[config.mk]
export PLATFORM = sky130hd
export DESIGN_NAME = hex_dump_formatter
export DESIGN_NICKNAME = d
export VERILOG_FILES = /design/src/rtl/hdf_pkg.sv /design/src/rtl/hdf_ram.sv /design/src/rtl/hdf_seq.sv /design/src/rtl/hex_dump_formatter.sv
export SDC_FILE = /design/constraint.sdc
export NUM_CORES = 1
export LEC_CHECK = 0
export BUFFER_PORTS_ARGS = -buffer_cell sky130_fd_sc_hd__clkbuf_2
export CELL_PAD_IN_SITES_DETAIL_PLACEMENT = 0
export CELL_PAD_IN_SITES_GLOBAL_PLACEMENT = 1
export CORE_MARGIN = 2
export CORE_UTILIZATION = 50
export DETAILED_ROUTE_END_ITERATION = 16
export PLACE_DENSITY_LB_ADDON = 0.08
export SLEW_MARGIN = 20
export SYNTH_ARGS = -nofsm -noshare
export SYNTH_HDL_FRONTEND = slang
export SYNTH_SLANG_ARGS = --single-unit
[constraint.sdc]
create_clock -name clk -period 8.45 [get_ports clk]
set_input_delay 0.845 -clock clk [delete_from_list [all_inputs] [get_ports clk]]
set_output_delay 0.845 -clock clk [all_outputs]
set_load 0.01 [all_outputs]
[src/rtl/hdf_pkg.sv]
// ============================================================================
// hdf_pkg: shared types and helpers of the hex dump formatter
// Holds the microcode control word layout, its field codes and the
// character helpers used by the datapath.
// ============================================================================
package hdf_pkg;

    localparam int DEF_BYTES_PER_LINE = 16;
    localparam int UPC_W              = 4;

    localparam logic [7:0] CHAR_SPACE   = 8'h20;
    localparam logic [7:0] CHAR_DOT     = 8'h2E;
    localparam logic [7:0] CHAR_NEWLINE = 8'h0A;
    localparam logic [7:0] PRINT_LOW    = 8'd32;
    localparam logic [7:0] PRINT_HIGH   = 8'd126;

    // Where the character of an emitting step comes from.
    typedef enum logic [2:0] {
        SRC_NONE,
        SRC_HEX_HI,
        SRC_HEX_LO,
        SRC_SPACE,
        SRC_STORE,
        SRC_NEWLINE
    } src_t;

    // Side effect of a step on the datapath registers.
    typedef enum logic [2:0] {
        ACT_NONE,
        ACT_ACCEPT,
        ACT_WRITE,
        ACT_K_FROM_POS,
        ACT_K_CLR,
        ACT_K_INC,
        ACT_K_NEXT,
        ACT_POS_CLR
    } act_t;

    // Jump condition of a step.
    typedef enum logic [3:0] {
        COND_NEVER,
        COND_ALWAYS,
        COND_NO_INPUT,
        COND_POS_EVEN,
        COND_NO_LINE,
        COND_FULL,
        COND_K_EVEN,
        COND_K_LT_N,
        COND_K_MORE
    } cond_t;

    // How the end_of_run mark of an emitted character is decided.
    typedef enum logic [1:0] {
        LAST_NO,
        LAST_LO,
        LAST_SP,
        LAST_YES
    } last_t;

    typedef struct packed {
        src_t             src;
        act_t             act;
        last_t            last;
        cond_t            cond;
        logic [UPC_W-1:0] target;
    } ctrl_t;

    // Status flags from the datapath, tested by the jump conditions.
    typedef struct packed {
        logic no_input;
        logic pos_even;
        logic no_line;
        logic full;
        logic k_even;
        logic k_lt_n;
        logic k_more;
    } flags_t;

    function automatic logic [7:0] hex_char(input logic [3:0] nib);
        logic [7:0] c;
        if (nib < 4'd10)
        begin
            c = 8'h30 + {4'd0, nib};
        end
        else
        begin
            c = 8'h57 + {4'd0, nib};
        end
        return c;
    endfunction

    function automatic logic [7:0] printable(input logic [7:0] b);
        logic [7:0] c;
        if (b >= PRINT_LOW && b <= PRINT_HIGH)
        begin
            c = b;
        end
        else
        begin
            c = CHAR_DOT;
        end
        return c;
    endfunction

endpackage

[src/rtl/hdf_ram.sv]
// ============================================================================
// hdf_ram: generic single-write, single-read RAM
// One write port and one read port with a registered, enabled read.
// ============================================================================
module hdf_ram #(
    parameter int WIDTH = 8,
    parameter int DEPTH = 16
) (
    input  logic                     clk,
    input  logic                     we,
    input  logic [$clog2(DEPTH)-1:0] waddr,
    input  logic [WIDTH-1:0]         wdata,
    input  logic                     re,
    input  logic [$clog2(DEPTH)-1:0] raddr,
    output logic [WIDTH-1:0]         rdata
);

    logic [WIDTH-1:0] mem_reg [DEPTH];
    logic [WIDTH-1:0] rdata_reg;

    always_ff @(posedge clk)
    begin
        if (we)
        begin
            mem_reg[waddr] <= wdata;
        end
        if (re)
        begin
            rdata_reg <= mem_reg[raddr];
        end
    end

    assign rdata = rdata_reg;

endmodule

[src/rtl/hdf_seq.sv]
// ============================================================================
// hdf_seq: microcode sequencer of the hex dump formatter
// Step counter, control store and jump logic. The step counter moves only
// when the datapath lets the current step complete.
// ============================================================================
module hdf_seq
    import hdf_pkg::*;
(
    input  logic   clk,
    input  logic   rst_n,
    input  logic   advance,
    input  flags_t flags,
    output ctrl_t  ctrl
);

    localparam logic [UPC_W-1:0] ST_WAIT     = 4'd0;
    localparam logic [UPC_W-1:0] ST_HEX_HI   = 4'd1;
    localparam logic [UPC_W-1:0] ST_HEX_LO   = 4'd2;
    localparam logic [UPC_W-1:0] ST_PAIR_SP  = 4'd3;
    localparam logic [UPC_W-1:0] ST_BRANCH   = 4'd4;
    localparam logic [UPC_W-1:0] ST_FULL     = 4'd5;
    localparam logic [UPC_W-1:0] ST_PAD1     = 4'd6;
    localparam logic [UPC_W-1:0] ST_PAD2     = 4'd7;
    localparam logic [UPC_W-1:0] ST_PAD_SP   = 4'd8;
    localparam logic [UPC_W-1:0] ST_PAD_LOOP = 4'd9;
    localparam logic [UPC_W-1:0] ST_PRIME    = 4'd10;
    localparam logic [UPC_W-1:0] ST_DUMP     = 4'd11;
    localparam logic [UPC_W-1:0] ST_NEWLINE  = 4'd12;

    function automatic ctrl_t rom_word(input logic [UPC_W-1:0] a);
        ctrl_t w;
        unique case (a)
            ST_WAIT:     w = '{SRC_NONE,    ACT_ACCEPT,     LAST_NO,  COND_NO_INPUT, ST_WAIT};
            ST_HEX_HI:   w = '{SRC_HEX_HI,  ACT_NONE,       LAST_NO,  COND_NEVER,    ST_WAIT};
            ST_HEX_LO:   w = '{SRC_HEX_LO,  ACT_WRITE,      LAST_LO,  COND_POS_EVEN, ST_BRANCH};
            ST_PAIR_SP:  w = '{SRC_SPACE,   ACT_NONE,       LAST_SP,  COND_NEVER,    ST_WAIT};
            ST_BRANCH:   w = '{SRC_NONE,    ACT_K_FROM_POS, LAST_NO,  COND_NO_LINE,  ST_WAIT};
            ST_FULL:     w = '{SRC_NONE,    ACT_NONE,       LAST_NO,  COND_FULL,     ST_PRIME};
            ST_PAD1:     w = '{SRC_SPACE,   ACT_NONE,       LAST_NO,  COND_NEVER,    ST_WAIT};
            ST_PAD2:     w = '{SRC_SPACE,   ACT_K_INC,      LAST_NO,  COND_K_EVEN,   ST_PAD_LOOP};
            ST_PAD_SP:   w = '{SRC_SPACE,   ACT_NONE,       LAST_NO,  COND_NEVER,    ST_WAIT};
            ST_PAD_LOOP: w = '{SRC_NONE,    ACT_NONE,       LAST_NO,  COND_K_LT_N,   ST_PAD1};
            ST_PRIME:    w = '{SRC_NONE,    ACT_K_CLR,      LAST_NO,  COND_NEVER,    ST_WAIT};
            ST_DUMP:     w = '{SRC_STORE,   ACT_K_NEXT,     LAST_NO,  COND_K_MORE,   ST_DUMP};
            ST_NEWLINE:  w = '{SRC_NEWLINE, ACT_POS_CLR,    LAST_YES, COND_ALWAYS,   ST_WAIT};
            default:     w = '{SRC_NONE,    ACT_NONE,       LAST_NO,  COND_ALWAYS,   ST_WAIT};
        endcase
        return w;
    endfunction

    logic [UPC_W-1:0] upc_reg;
    logic [UPC_W-1:0] upc_next;
    logic             taken;

    assign ctrl = rom_word(upc_reg);

    always_comb
    begin
        unique case (ctrl.cond)
            COND_NEVER:    taken = 1'b0;
            COND_ALWAYS:   taken = 1'b1;
            COND_NO_INPUT: taken = flags.no_input;
            COND_POS_EVEN: taken = flags.pos_even;
            COND_NO_LINE:  taken = flags.no_line;
            COND_FULL:     taken = flags.full;
            COND_K_EVEN:   taken = flags.k_even;
            COND_K_LT_N:   taken = flags.k_lt_n;
            COND_K_MORE:   taken = flags.k_more;
            default:       taken = 1'b0;
        endcase
    end

    always_comb
    begin
        upc_next = upc_reg;
        if (advance)
        begin
            upc_next = taken ? ctrl.target : upc_reg + 1'b1;
        end
    end

    always_ff @(posedge clk or negedge rst_n)
    begin
        if (!rst_n)
        begin
            upc_reg <= ST_WAIT;
        end
        else
        begin
            upc_reg <= upc_next;
        end
    end

endmodule

[src/rtl/hex_dump_formatter.sv]
// ============================================================================
// hex_dump_formatter: byte stream to hex dump text
// Turns a stream of bytes into hex dump text, BYTES_PER_LINE bytes per line,
// one ASCII character per output word.
// ============================================================================
//
//   Channel   Handshake               Payload                Direction
//   input     in_valid / in_stall     data_byte, final_byte  into block
//   output    out_valid / out_stall   out_char, end_of_run   out of block
//
// A byte in the middle of a line runs through the wait step that accepts it,
// two hex digits, an optional pair space and one branch step. Ending a line
// adds a line-end check step, a prime step for the line store read, one dump
// step per stored character and a newline step; padding a partial line runs
// two spaces, an optional pair space and a loop step per missing byte. The
// microcode runs one step per cycle unless an emitting step is stalled; each
// character takes one step. Reset clears the step counter, the line position
// and the output valid; the line store is not cleared. A stall on the output
// freezes an emitting step; a new byte is accepted only in the wait step, while
// the last word of the previous byte may still sit in the output register.
//
module hex_dump_formatter
    import hdf_pkg::*;
#(
    parameter int BYTES_PER_LINE = DEF_BYTES_PER_LINE
) (
    input  logic       clk,
    input  logic       rst_n,
    input  logic       in_valid,
    output logic       in_stall,
    input  logic [7:0] data_byte,
    input  logic       final_byte,
    output logic       out_valid,
    input  logic       out_stall,
    output logic [7:0] out_char,
    output logic       end_of_run
);

    // The line position must reach BYTES_PER_LINE itself; the store address
    // only needs to index the entries.
    localparam int PW = $clog2(BYTES_PER_LINE + 1);
    localparam int AW = $clog2(BYTES_PER_LINE);
    localparam logic [PW-1:0] LINE_LEN = PW'(BYTES_PER_LINE);

    ctrl_t  ctrl;
    flags_t flags;

    logic          advance;
    logic          emits;
    logic          out_free;
    logic          accept;

    logic [7:0]    byte_reg;
    logic          ends_line_reg;
    logic [PW-1:0] pos_reg;
    logic [PW-1:0] pos_next;
    logic [PW-1:0] k_reg;
    logic [PW-1:0] k_next;

    logic          out_valid_reg;
    logic [7:0]    out_char_reg;
    logic          end_of_run_reg;
    logic [7:0]    char_sel;
    logic          last_sel;

    logic          store_we;
    logic          store_re;
    logic [AW-1:0] store_raddr;
    logic [7:0]    store_rdata;
    logic [PW:0]   k_plus_one;

    // ------------------------------------------------------------------
    // Sequencer
    // ------------------------------------------------------------------
    hdf_seq u_seq (
        .clk     (clk),
        .rst_n   (rst_n),
        .advance (advance),
        .flags   (flags),
        .ctrl    (ctrl)
    );

    // A step that emits a character waits until the output register is
    // free or being emptied in this cycle. Other steps always complete.
    assign emits    = (ctrl.src != SRC_NONE);
    assign out_free = !out_valid_reg || !out_stall;
    assign advance  = !emits || out_free;

    assign in_stall = (ctrl.act != ACT_ACCEPT);
    assign accept   = in_valid && !in_stall;

    assign k_plus_one = {1'b0, k_reg} + 1'b1;

    always_comb
    begin
        flags.no_input = !in_valid;
        flags.pos_even = !pos_reg[0];
        flags.no_line  = !ends_line_reg;
        flags.full     = (pos_reg == LINE_LEN);
        flags.k_even   = !k_reg[0];
        flags.k_lt_n   = (k_reg < LINE_LEN);
        flags.k_more   = (k_plus_one < {1'b0, pos_reg});
    end

    // ------------------------------------------------------------------
    // Line store
    // ------------------------------------------------------------------
    // The dump loop reads one entry ahead: the prime step fetches entry
    // zero, and every dump step fetches the entry after the one it emits.
    assign store_we    = advance && (ctrl.act == ACT_WRITE);
    assign store_re    = advance && (ctrl.act == ACT_K_CLR || ctrl.act == ACT_K_NEXT);
    assign store_raddr = (ctrl.act == ACT_K_CLR) ? '0 : k_plus_one[AW-1:0];

    hdf_ram #(
        .WIDTH (8),
        .DEPTH (BYTES_PER_LINE)
    ) u_store (
        .clk   (clk),
        .we    (store_we),
        .waddr (pos_reg[AW-1:0]),
        .wdata (printable(byte_reg)),
        .re    (store_re),
        .raddr (store_raddr),
        .rdata (store_rdata)
    );

    // ------------------------------------------------------------------
    // Datapath registers
    // ------------------------------------------------------------------
    always_comb
    begin
        pos_next = pos_reg;
        k_next   = k_reg;
        if (advance)
        begin
            case (ctrl.act)
                ACT_WRITE:      pos_next = pos_reg + 1'b1;
                ACT_POS_CLR:    pos_next = '0;
                ACT_K_FROM_POS: k_next   = pos_reg;
                ACT_K_CLR:      k_next   = '0;
                ACT_K_INC:      k_next   = k_reg + 1'b1;
                ACT_K_NEXT:     k_next   = k_plus_one[PW-1:0];
                default:        k_next   = k_reg;
            endcase
        end
    end

    always_ff @(posedge clk or negedge rst_n)
    begin
        if (!rst_n)
        begin
            pos_reg <= '0;
        end
        else
        begin
            pos_reg <= pos_next;
        end
    end

    // The byte, its line-end decision and the loop counter are payload.
    always_ff @(posedge clk)
    begin
        k_reg <= k_next;
        if (accept)
        begin
            byte_reg      <= data_byte;
            ends_line_reg <= final_byte || (pos_reg + 1'b1 == LINE_LEN);
        end
    end

    // ------------------------------------------------------------------
    // Output register
    // ------------------------------------------------------------------
    always_comb
    begin
        case (ctrl.src)
            SRC_HEX_HI:  char_sel = hex_char(byte_reg[7:4]);
            SRC_HEX_LO:  char_sel = hex_char(byte_reg[3:0]);
            SRC_STORE:   char_sel = store_rdata;
            SRC_NEWLINE: char_sel = CHAR_NEWLINE;
            default:     char_sel = CHAR_SPACE;
        endcase
    end

    // The low digit closes the word run only when no pair space and no
    // line follow; a pair space closes it when no line follows.
    always_comb
    begin
        case (ctrl.last)
            LAST_LO:  last_sel = !ends_line_reg && !pos_reg[0];
            LAST_SP:  last_sel = !ends_line_reg;
            LAST_YES: last_sel = 1'b1;
            default:  last_sel = 1'b0;
        endcase
    end

    always_ff @(posedge clk or negedge rst_n)
    begin
        if (!rst_n)
        begin
            out_valid_reg <= 1'b0;
        end
        else if (emits && advance)
        begin
            out_valid_reg <= 1'b1;
        end
        else if (!out_stall)
        begin
            out_valid_reg <= 1'b0;
        end
    end

    always_ff @(posedge clk)
    begin
        if (emits && advance)
        begin
            out_char_reg   <= char_sel;
            end_of_run_reg <= last_sel;
        end
    end

    assign out_valid  = out_valid_reg;
    assign out_char   = out_char_reg;
    assign end_of_run = end_of_run_reg;

    // ------------------------------------------------------------------
    // Assertions
    // ------------------------------------------------------------------
`ifndef SYNTH
    a_pos_in_range : assert property (@(posedge clk) disable iff (!rst_n)
        pos_reg <= LINE_LEN)
        else $error("line position beyond line length");

    a_newline_restarts : assert property (@(posedge clk) disable iff (!rst_n)
        (emits && advance && ctrl.src == SRC_NEWLINE) |=> (pos_reg == '0))
        else $error("line position not cleared after newline");

    a_newline_ends_run : assert property (@(posedge clk) disable iff (!rst_n)
        (out_valid && out_char == CHAR_NEWLINE && ctrl.src == SRC_NONE && !in_stall)
        |-> end_of_run)
        else $error("newline left waiting without end of run");
`endif

endmodule
==> impl_metrics.csv <==
group,metric,value,unit
run_status,outcome,"finished, final reports clean",
global_route,grt_max_degree,55,
power,p_sw,1330,uW
clock_tree,holdBufCountCts,0,
power,swShare,39.3,%
sta,worstMarginPinSlew,1.09,ns
floorplan,initial_core_util,51.3,%
global_route,grt_pass1_vias,4526,
worst_setup_path,cp_slowest_cell,"nor3_1",
layout,fin_area,8720,um^2
layout,final_common_cell,"edfxtp_1",
clock_tree,cts-buffers-inserted,17,
clock_tree,clkTransAtPathRegs,0.07,ns
clock_tree,root_buffer,"clkbuf_16",
sta,drv_slew,0,
drt,drt_wl_total,16600,um
logic_synthesis,avgSynthCellArea,14.1,um^2
power,p_int,2050,uW
drt,routed_via_density,5.88,
drt,dr.pass1.iters,5,
drt,ant_nets,0,
clock_tree,post_cts_resized,0,
global_route,antenna_found_initial,0,
logic_synthesis,synth_edf_count,159,
logic_synthesis,async_reset_ff_share,5.92,%
place,hpwl,11200,um
logic_synthesis,syn_inst,552,
layout,diodes,0,
global_route,grt_pass1_wl,25400,um
power,power_density,388,nW/um^2
sta,hold_violations,0,
layout,nNetsFinal,620,
layout,layout_common_cells,"edfxtp_1, nand2_1, o21ai_0",
floorplan,ios,24,
power,p_seq_share,36.4,%
logic_synthesis,synth-seq-cells,169,
drt,wl_per_cell,21.0,um
sta,setup-tns-final,0,ns
clock_tree,cts_setup_buffers,0,
power,ir_drop,340,uV
logic_synthesis,yosysSeqAreaShare,64.4,%
logic_synthesis,syn_area,7800,um^2
floorplan,rows,45,
clock_tree,clk_path_buf_depth,2,
clock_tree,clock-sinks,169,
place,gp_congestion,0.892,
logic_synthesis,synth_top_area_share,61.2,%
sta,layout_worst_path_cycle_share,45.0,%
logic_synthesis,ys_types,67,
clock_tree,cts_max_level,4,
sta,grt_setup_unrepaired,"no",
layout,largest_reg_flops,128,
sta,setup_violations,0,
worst_setup_path,start_kind,"register",
worst_setup_path,slowest_delay,0.80,ns
logic_synthesis,yosysWarnings,0,
clock_tree,clkLatencyLatePin,0.44,ns
power,pwr-share-comb,41.1,%
worst_setup_path,crit_arrival,3.86,ns
worst_setup_path,critical_path_peak_fanout,24,
run,maxCapViolCount,0,
floorplan,core_area,15200,um^2
place,portBuffers,23,
drt,dr_total_vias,4628,
drt,drt_drc_violations_left,0,
worst_setup_path,crit_path_cell_trace,"inv_1 > ha_1 > nor2b_1 > a221oi_2 > nor4_4 > nand2_1 > nor3_1",
worst_setup_path,end_kind,"register",
worst_setup_path,worstPathRequired,8.51,ns
sta,finalClockSkew,0.0128,ns
layout,area_growth,11.8,%
global_route,grt_overflow_total,0,
global_route,track_usage,21.1,%
sta,fmax,0.263,GHz
power,power_frac_clock,22.6,%
sta,max_slew_margin,27.2,%
layout,drive_above_1_share,15.7,%
floorplan,die_w,129,um
worst_setup_path,critPathKind,"register to register",
sta,post-route-min-period,3.80,ns
clock_tree,cts_tree,"yes",
power,leakagePower,0.00298,uW
logic_synthesis,synth_flop_cell,"edfxtp_1",
logic_synthesis,synthTopCellsByArea,"edfxtp_1, mux4_2, ha_1",
worst_hold_path,hold_path_class,"primary input to async pin",
place,dpl_cell_area,8120,um^2
floorplan,die_area,16600,um^2
floorplan,die_h,129,um
drt,drt-initial-drc-count,400,
logic_synthesis,netlist.top_cell.by_area,"edfxtp_1",
[final timing paths]
kind / slack [ns] / from / endpoint / depth (start not counted)
max in group asynchronous: 7.92 / rst_n / u_seq.upc_reg[3]$_DFFE_PN0P_ / 1
worst min-delay path: 0.29 / rst_n / pos_reg[0]$_DFFE_PN0P_ / 1
worst min register to register: 0.53 / u_store.rdata[7]$_DFFE_PP_ / out_char[7]$_DFFE_PP_ / 1
min in group clk: 0.53 / u_store.rdata[7]$_DFFE_PP_ / out_char[7]$_DFFE_PP_ / 1
worst max register to register: 4.65 / u_seq.upc_reg[2]$_DFFE_PN0P_ / u_store.mem_reg[0][7]$_DFFE_PP_ / 7
worst max-delay path: 4.65 / u_seq.upc_reg[2]$_DFFE_PN0P_ / u_store.mem_reg[0][7]$_DFFE_PP_ / 7
[cell type report]
type,instances,area [um^2]
Sequential cell,169,5020
Clock inverter,15,161
Tap cell,188,235
Inverter,19,71.3
Multi-Input combinational cell,351,2650
Fill cell,1210,6480
Timing Repair Buffer,28,153
Clock buffer,17,425
[cells in the mapped netlist (10+ instances only)]
| library cell | count |
|---|---|
| inv_1 | 18 |
| nand3_1 | 12 |
| nor2_1 | 26 |
| mux2i_1 | 26 |
| clkbuf_1 | 17 |
| dfrtp_1 | 10 |
| nand2_1 | 44 |
| mux4_2 | 16 |
| a211oi_1 | 10 |
| ha_1 | 21 |
| a31oi_1 | 18 |
| a21oi_1 | 17 |
| o21ai_0 | 33 |
| edfxtp_1 | 159 |
[routing by layer]
| layer | vias to the layer above | GRT usage (%) | part of all wire, % |
|---|---|---|---|
| li1 | 2225 | - | - |
| met1 | 2242 | 27.5 | 44 |
| met2 | 132 | 34.0 | 48 |
| met3 | 29 | 5.32 | 4.6 |
| met4 | 0 | 8.95 | 2.8 |
| met5 | - | 0 | 0 |
[critical path: cells and delay by family (launching register included)]
kind | cells | cell delay [ns]
AO/OA/AOI/OAI | 1 | 0.29
adder cells (fa/ha/maj) | 1 | 0.33
buffers and inverters | 1 | 0.17
flip-flops | 1 | 0.77
AND/OR/NAND/NOR | 4 | 1.86
[cells by family after synthesis]
logic type	synth area share (%)
and+or+nand+nor	8.64
DFF	64.4
other	0.0481
xor gates and xnor gates	0.786
muxes	8.10
AOI/OAI and AO/OA	11.9
adders and majority gates	3.37
buffers and inverters	2.77
[power by group through the flow]
| stage | sequential (uW) | combinational [uW] | clock [uW] |
|---|---|---|---|
| 2_1_floorplan | 1190 | 1040 | 0 |
| 3_3_place_gp | 1240 | 1370 | 0 |
| 3_5_place_dp | 1240 | 1390 | 0 |
| 4_1_cts | 1230 | 1390 | 775 |
| 5_1_grt | 1250 | 1520 | 807 |
| 6_report | 1230 | 1390 | 763 |
[through the flow]
step	total power (uW)	util, %	std cells	hold WS (ns)	setup slack (ns)
after global routing	3570	57.4	787	0.298	4.28
after global placement	2620	53.4	755	0.521	4.65
after floorplan	2240	-	567	0.497	5.50
after detailed placement	2630	53.4	755	0.522	4.49
after CTS	3390	57.3	787	0.283	4.43
final	3380	57.4	787	0.292	4.65
(Power assumes the default switching activity.)
